`config.mk`:
```
export PLATFORM = sky130hd
export DESIGN_NAME = id_allocator_with_recycle_fifo
export DESIGN_NICKNAME = d
export VERILOG_FILES = /design/src/idalloc_pkg.sv /design/src/id_allocator_with_recycle_fifo.sv /design/src/idalloc_freelist.sv
export SDC_FILE = /design/constraint.sdc
export NUM_CORES = 1
export LEC_CHECK = 0
export BUFFER_PORTS_ARGS = -buffer_cell sky130_fd_sc_hd__buf_2
export CAP_MARGIN = 15
export CORE_AREA = 2 2 271 273
export DETAILED_ROUTE_END_ITERATION = 10
export DIE_AREA = 0 0 273 275
export HOLD_SLACK_MARGIN = 0.02
export MAX_ROUTING_LAYER = met4
export PLACE_DENSITY = 0.79
export SLEW_MARGIN = 20
export SYNTH_ARGS = -nofsm -noshare
export SYNTH_HDL_FRONTEND = slang
export SYNTH_SLANG_ARGS = --single-unit
```
`constraint.sdc`:
```
create_clock -name clk_i -period 3.82 [get_ports clk_i]
set_clock_uncertainty 0.05 [all_clocks]
set_input_delay 0.573 -clock clk_i [delete_from_list [all_inputs] [get_ports clk_i]]
set_output_delay 0.573 -clock clk_i [all_outputs]
set_load 0.02 [all_outputs]
```
`src/idalloc_pkg.sv`:
```
`timescale 1ns / 1ps
// shared types and constants for the id allocator
// no dependencies; imported by idalloc_freelist and id_allocator_with_recycle_fifo
package idalloc_pkg;

  localparam int unsigned DEFAULT_FREE_DEPTH = 64;
  localparam int unsigned DEFAULT_ID_BITS    = 16;

  localparam int unsigned ID_FIELD_W   = 16;
  localparam int unsigned MODE_W       = 2;
  localparam int unsigned STATUS_W     = 2;

  typedef enum logic [MODE_W-1:0] {
    MODE_ALLOC   = 2'd0,
    MODE_RELEASE = 2'd1,
    MODE_REACH   = 2'd2
  } mode_e;

  typedef enum logic [STATUS_W-1:0] {
    STATUS_OK        = 2'd0,
    STATUS_LIST_FULL = 2'd1,
    STATUS_EXHAUSTED = 2'd2
  } status_e;

  typedef struct packed {
    logic [MODE_W-1:0]     mode;
    logic [ID_FIELD_W-1:0] id_value;
  } req_t;

  typedef struct packed {
    logic [ID_FIELD_W-1:0] id_out;
    logic [STATUS_W-1:0]   status;
    logic                  reached;
  } rsp_t;

  // free list control and status between top level and list
  typedef struct packed {
    logic push;
    logic pop;
  } fl_ctl_t;

  typedef struct packed {
    logic empty;
    logic full;
  } fl_stat_t;

endpackage

```
`src/id_allocator_with_recycle_fifo.sv`:
```
`timescale 1ns / 1ps
// id allocator: fresh counter plus fifo free list of recycled ids
// depends on idalloc_pkg and idalloc_freelist
//
//  channel   | ports                      | handshake
//  ----------+----------------------------+-------------------------------
//  request   | req_i (mode, id_value)     | taken when start && !busy
//  result    | rsp_o (id_out, status,     | done_o high one cycle, no stall
//            |        reached)            |
//  config    | cfg_wdata_i (start_id)     | written when cfg_we_i
//
// one request per cycle; busy stays low. the result of a request shows in the
// cycle after it is taken, set by the registered read of the free list
// memory at its head pointer.
// reset clears the counter to zero and empties the free list; memory
// contents are never cleared since only counted entries are read.
// the receiver cannot stall: results stream out in the cycle after their requests.
module id_allocator_with_recycle_fifo #(
  parameter int unsigned FREE_DEPTH = idalloc_pkg::DEFAULT_FREE_DEPTH,
  parameter int unsigned ID_BITS    = idalloc_pkg::DEFAULT_ID_BITS
) (
  input  logic                               clk_i,
  input  logic                               rst_ni,
  input  logic                               start,
  output logic                               busy,
  input  idalloc_pkg::req_t                  req_i,
  output logic                               done_o,
  output idalloc_pkg::rsp_t                  rsp_o,
  input  logic                               cfg_we_i,
  input  logic [idalloc_pkg::ID_FIELD_W-1:0] cfg_wdata_i
);
  import idalloc_pkg::*;

  // counter keeps one extra bit so exhaustion is seen instead of a wrap
  localparam int unsigned CntW = ID_BITS + 1;

  logic [CntW-1:0]    fresh_q, fresh_d;
  logic               accept;
  fl_ctl_t            fl_ctl;
  fl_stat_t           fl_stat;
  logic [ID_BITS-1:0] fl_rdata;

  // response stage registers
  logic                  done_q;
  logic                  from_list_q, from_list_d;
  logic [ID_FIELD_W-1:0] id_q, id_d;
  logic [STATUS_W-1:0]   status_q, status_d;
  logic                  reached_q, reached_d;

  assign busy   = 1'b0;
  assign accept = start && !busy;

  always_comb begin
    fresh_d     = fresh_q;
    fl_ctl.push = 1'b0;
    fl_ctl.pop  = 1'b0;
    from_list_d = 1'b0;
    id_d        = '0;
    status_d    = STATUS_OK;
    reached_d   = 1'b0;
    if (accept) begin
      case (req_i.mode)
        MODE_ALLOC: begin
          if (!fl_stat.empty) begin
            // recycled id arrives from memory next cycle
            fl_ctl.pop  = 1'b1;
            from_list_d = 1'b1;
          end else if (!fresh_q[ID_BITS]) begin
            id_d    = ID_FIELD_W'(fresh_q);
            fresh_d = fresh_q + 1'b1;
          end else begin
            status_d = STATUS_EXHAUSTED;
          end
        end
        MODE_RELEASE: begin
          if (fl_stat.full) begin
            status_d = STATUS_LIST_FULL;
          end else begin
            fl_ctl.push = 1'b1;
          end
        end
        MODE_REACH: begin
          reached_d = fl_stat.empty && (32'(fresh_q) >= 32'(req_i.id_value));
        end
        default: begin
          // unused mode: zero result, no state change
        end
      endcase
    end
    // config write loads the counter; the user must write only while no request is in flight (not enforced here)
    if (cfg_we_i) begin
      fresh_d = CntW'(ID_BITS'(cfg_wdata_i));
    end
  end

  always_ff @(posedge clk_i or negedge rst_ni) begin
    if (!rst_ni) begin
      fresh_q <= '0;
      done_q  <= 1'b0;
    end else begin
      fresh_q <= fresh_d;
      done_q  <= accept;
    end
  end

  always_ff @(posedge clk_i) begin
    from_list_q <= from_list_d;
    id_q        <= id_d;
    status_q    <= status_d;
    reached_q   <= reached_d;
  end

  idalloc_freelist #(
    .FreeDepth(FREE_DEPTH),
    .IdBits   (ID_BITS)
  ) u_freelist (
    .clk_i  (clk_i),
    .rst_ni (rst_ni),
    .ctl_i  (fl_ctl),
    .wdata_i(ID_BITS'(req_i.id_value)),
    .rdata_o(fl_rdata),
    .stat_o (fl_stat)
  );

  assign done_o         = done_q;
  assign rsp_o.id_out   = from_list_q ? ID_FIELD_W'(fl_rdata) : id_q;
  assign rsp_o.status   = status_q;
  assign rsp_o.reached  = reached_q;

  a_done_follows: assert property (@(posedge clk_i) disable iff (!rst_ni)
    accept |=> done_o) else $error("accepted item produced no result");

  a_no_spurious: assert property (@(posedge clk_i) disable iff (!rst_ni)
    !accept |=> !done_o) else $error("result without accepted item");

  a_fresh_bound: assert property (@(posedge clk_i) disable iff (!rst_ni)
    fresh_q[ID_BITS] |-> (fresh_q[ID_BITS-1:0] == '0))
    else $error("fresh counter ran past the id range");

endmodule

```
`src/idalloc_freelist.sv`:
```
`timescale 1ns / 1ps
// fifo free list of recycled ids: ring memory with head, tail and fill count
// depends on idalloc_pkg
module idalloc_freelist #(
  parameter int unsigned FreeDepth = idalloc_pkg::DEFAULT_FREE_DEPTH,
  parameter int unsigned IdBits    = idalloc_pkg::DEFAULT_ID_BITS
) (
  input  logic                 clk_i,
  input  logic                 rst_ni,
  input  idalloc_pkg::fl_ctl_t ctl_i,
  input  logic [IdBits-1:0]    wdata_i,
  output logic [IdBits-1:0]    rdata_o,
  output idalloc_pkg::fl_stat_t stat_o
);
  import idalloc_pkg::*;

  localparam int unsigned PtrW = $clog2(FreeDepth);
  localparam int unsigned CntW = $clog2(FreeDepth + 1);
  localparam logic [PtrW-1:0] LastPtr = PtrW'(FreeDepth - 1);

  logic [IdBits-1:0] mem [FreeDepth];
  logic [IdBits-1:0] rdata_q;
  logic [PtrW-1:0]   head_q, head_d, tail_q, tail_d;
  logic [CntW-1:0]   count_q, count_d;

  assign stat_o.empty = (count_q == '0);
  assign stat_o.full  = (count_q == CntW'(FreeDepth));

  always_comb begin
    head_d  = head_q;
    tail_d  = tail_q;
    count_d = count_q;
    if (ctl_i.pop) begin
      head_d  = (head_q == LastPtr) ? '0 : head_q + 1'b1;
      count_d = count_q - 1'b1;
    end else if (ctl_i.push) begin
      tail_d  = (tail_q == LastPtr) ? '0 : tail_q + 1'b1;
      count_d = count_q + 1'b1;
    end
  end

  always_ff @(posedge clk_i or negedge rst_ni) begin
    if (!rst_ni) begin
      head_q  <= '0;
      tail_q  <= '0;
      count_q <= '0;
    end else begin
      head_q  <= head_d;
      tail_q  <= tail_d;
      count_q <= count_d;
    end
  end

  // single write port at tail, registered read at head
  always_ff @(posedge clk_i) begin
    if (ctl_i.push) begin
      mem[tail_q] <= wdata_i;
    end
  end

  always_ff @(posedge clk_i) begin
    if (ctl_i.pop) begin
      rdata_q <= mem[head_q];
    end
  end

  assign rdata_o = rdata_q;

  a_no_pop_empty: assert property (@(posedge clk_i) disable iff (!rst_ni)
    ctl_i.pop |-> !stat_o.empty) else $error("pop from empty free list");

  a_no_push_full: assert property (@(posedge clk_i) disable iff (!rst_ni)
    ctl_i.push |-> !stat_o.full) else $error("push into full free list");

  a_empty_ptrs: assert property (@(posedge clk_i) disable iff (!rst_ni)
    (stat_o.empty || stat_o.full) |-> (head_q == tail_q))
    else $error("free list pointers disagree with fill count");

endmodule

```
==> results.md <==
- Status: finished, final reports clean
- Fin nets: approximately 2,400
- Worst-path clk slew: 70 ps
- Pin count of the biggest net entering global routing: 65
- Seq pwr share: 44.0%
- Clk sinks: ~1,100
- Commonest non-fill, non-tap cell in the layout: edfxtp_1
- Via density: between 6 and 7
- Fmax: 270.3 MHz
- Fill count: ~4,400
- Port buffer count: 57
- DRT Pass-1 Iters: 7
- CTS root buf: clkbuf_16
- Insertion delay to the later sink of the worst-skew pair: around 700 ps
- Initial Util: 59.56%
- Multi-input logic area: around 0.01 mm2
- Hold/Removal Path Class: input port to register
- WP buf/inv: 2
- CTS max path bufs: 3
- Worst Setup Path Type: register to register
- Die height: 275 um
- Synth Cell Area: 0.04309 mm2
- FF+latch area: roughly 0.033 mm2
- Total Wirelength: between 100 and 150 mm
- Mapped Cells: approximately 2,100
- Crit path cell chain: buf_4, mux4_2, nand2_1, a21oi_1, a2111oi_0, buf_4, a211oi_1, a221o_1
- Post-synthesis sequential area ratio: 75.56%
- Startpoint Class: register
- Top Family by Delay on Critical Path: compound AO/OA/AOI/OAI gates
- H-tree depth: 3
- Distinct cell type count after synthesis: 57
- Async S/R FF share, synth: 3.373%
- Final WS setup: roughly 120 ps
- Die area: between 0.07 and 0.08 mm2
- Warnings from Yosys: 0
- Tot GR Track Use: roughly 31%
- DP HPWL: approximately 64 mm
- Vias in the first global route: about 23,000
- First-pass GRT wire length: roughly 160 mm
- Top_reg_cell synth: edfxtp_1
- Die X: ~270 um
- DRC viols: 0
- Area delta synth->final: 13.42%
- Peak VDD IR: 482.3 uV
- Cell Pwr Density: 640.0 mW/mm2
- Arr. time, crit path: about 4000 ps
- RSZ-0062 raised after global routing: no
- Cell mode on critical path: buf_4
- Mean Syn Cell Area: roughly 20 um2
- Sw power: 8.755 mW
- Total global routing overflow: 0
- Syn nets: approximately 2,200
- Worst setup EP type: register
- DR WL/cell: approximately 33 um
- Synthesis-stage register bit count: around 1,100
- ANT nets after route: 0
- Critical Path RT: between 4000 and 5000 ps
- Reg-to-reg setup timing slack: roughly 120 ps
- Final setup viols: 0
- CP max FO: 21
- Fin. max-slew vios: 0
- Part of the power in combinational logic: between 20% and 30%
- Min Clock Period, post-route: 3699 ps
- Share of post-route cells with drive strength above 1: 26.00%
- I/O pins: between 50 and 60
- Clk network pwr share: 34.4%
- Row count: ~100
- Sw Share: 27.99%
- Max Cap Viol: 0
- TNS Setup: 0 ps
- Int Pwr: ~23 mW
- CP max stage cell: a2111oi_0
- Core area: around 0.072 mm2
- Worst slew margin: a little over a fifth
- Final hold violation count: 0
- RePlAce Congestion: ~0.91
- CTS tree: yes
- Final period util: a little over nine tenths
- Most frequent cells in the layout: 1,040 x edfxtp_1, 241 x mux4_2, 127 x buf_4
- Vias: 23,000
- CP max stage delay: around 860 ps
- Post-synth EDFFs: around 1,000
- Worst-Margin Slew: about 1200 ps
- Initial antenna violation count: 1
- Initial detailed-routing violation count: approximately 3,200
- Dpl ws: about 67 ps
- Num CTS Buffers: ~110
- P_leak: around 16 nW
## metal layers
metal  track usage [%]  share of wire, %  up-vias
li1                  -                 -     9199
met1             40.19                36    11880
met2             48.26                49     1615
met3             5.359               9.7      312
met4             15.20               5.7        0
met5                 -                 0        -
## tightest hold or removal path, cell delays in order
cell and delay [ps]:
buf_2 80, nand2_1 40, o21ai_0 60
## what timing repair did
item                                    4_1_cts  5_1_grt
endpoints found under the setup margin        0        2
gates resized for setup                       0        2
hold buffers                                  2        0
setup buffers                                 0        0
endpoints found under the hold margin        38        0
## cells by family after synthesis
group | after synthesis | share of synthesized area (%)
AOI/OAI and AO/OA | 211 | 3.287
xor gates and xnor gates | 23 | 0.4675
adders and majority gates | 25 | 0.7434
buffers and inverters | 145 | 1.591
DFF | 1097 | 75.56
muxes | 332 | 14.79
other | 1 | 0.008703
and+or+nand+nor | 313 | 3.557
## path summary, 6_finish.rpt
kind                                  startpoint                     end  cells after the start
max                         u_freelist.head_q[0]  u_freelist.rdata_o[15]                      8
min                               cfg_wdata_i[5]              fresh_q[5]                      3
max reg2reg                 u_freelist.head_q[0]  u_freelist.rdata_o[15]                      8
min reg2reg                u_freelist.count_q[5]   u_freelist.count_q[5]                      1
max in group asynchronous                 rst_ni    u_freelist.head_q[0]                      2
min in group asynchronous                 rst_ni             fresh_q[13]                      2
## final cells by class
cell class                      instances  share of cell area (%)
Sequential cell                      1097                   66.63
Multi-Input combinational cell        905                   20.16
Clock buffer                          129                   5.689
Timing Repair Buffer                  200                   3.149
Tap cell                              959                   2.455
Clock inverter                         68                   1.682
Inverter                               28                  0.2176
Antenna cell                            3                 0.01536
## sequential cells by signal (all words and copies together) (netlist names)
name / count
from_list_q: 1
id_q: 16
u_freelist.head_q: 6
fresh_q: 17
u_freelist.rdata_o: 16
reached_q: 1
status_q: 2
u_freelist.tail_q: 6
u_freelist.mem: 1024
u_freelist.count_q: 7
done_o: 1
## cell usage after synthesis (all sizes together) (5+ instances only)
library cell | count | area (um2)
a2111oi | 16 | 140.1
a211oi | 35 | 262.8
a21o | 5 | 37.54
a21oi | 44 | 220.2
a221o | 15 | 150.1
a221oi | 5 | 43.79
and2 | 16 | 100.1
buf | 62 | 374.1
clkbuf | 55 | 206.5
dfrtp | 37 | 925.9
dfxtp | 20 | 400.4
edfxtp | 1040 | 31230
ha | 24 | 300.3
inv | 28 | 105.1
mux2 | 27 | 304.0
mux2i | 64 | 640.6
mux4 | 241 | 5428
nand2 | 99 | 371.6
nand3 | 14 | 70.07
nand3b | 7 | 52.55
nand4 | 12 | 75.07
nor2 | 92 | 345.3
nor2b | 24 | 150.1
nor3 | 12 | 60.06
nor4b | 10 | 87.58
o21ai | 45 | 225.2
o221ai | 6 | 52.55
o22ai | 16 | 100.1
o31ai | 13 | 97.59
xnor2 | 15 | 131.4
xor2 | 8 | 70.07
## power groups by stage
stage          registers, mW  logic [mW]  clock network, mW
6_report                13.7        6.77               10.8
5_1_grt                 13.8        7.03               11.2
4_1_cts                 13.7        6.70               10.8
3_5_place_dp            14.0        6.59                  0
3_3_place_gp            14.0        6.43                  0
2_1_floorplan           13.7        4.24                  0
## per-stage QoR
step / hold slack [ps] / utilization (%) / std cells / total power [mW] / instance area [um2]
2_1_floorplan: 227.4 / - / 2147 / 17.96 / 43090
4_1_cts: 30.28 / 67.55 / 3386 / 31.26 / 48860
3_3_place_gp: 467.8 / 62.54 / 3187 / 20.40 / 45240
5_1_grt: 50.63 / 67.55 / 3387 / 32.02 / 48870
3_5_place_dp: 504.0 / 62.54 / 3187 / 20.58 / 45240
6_report: 36.15 / 67.56 / 3389 / 31.28 / 48870
No activity file was read; power rests on OpenSTA's default activity.
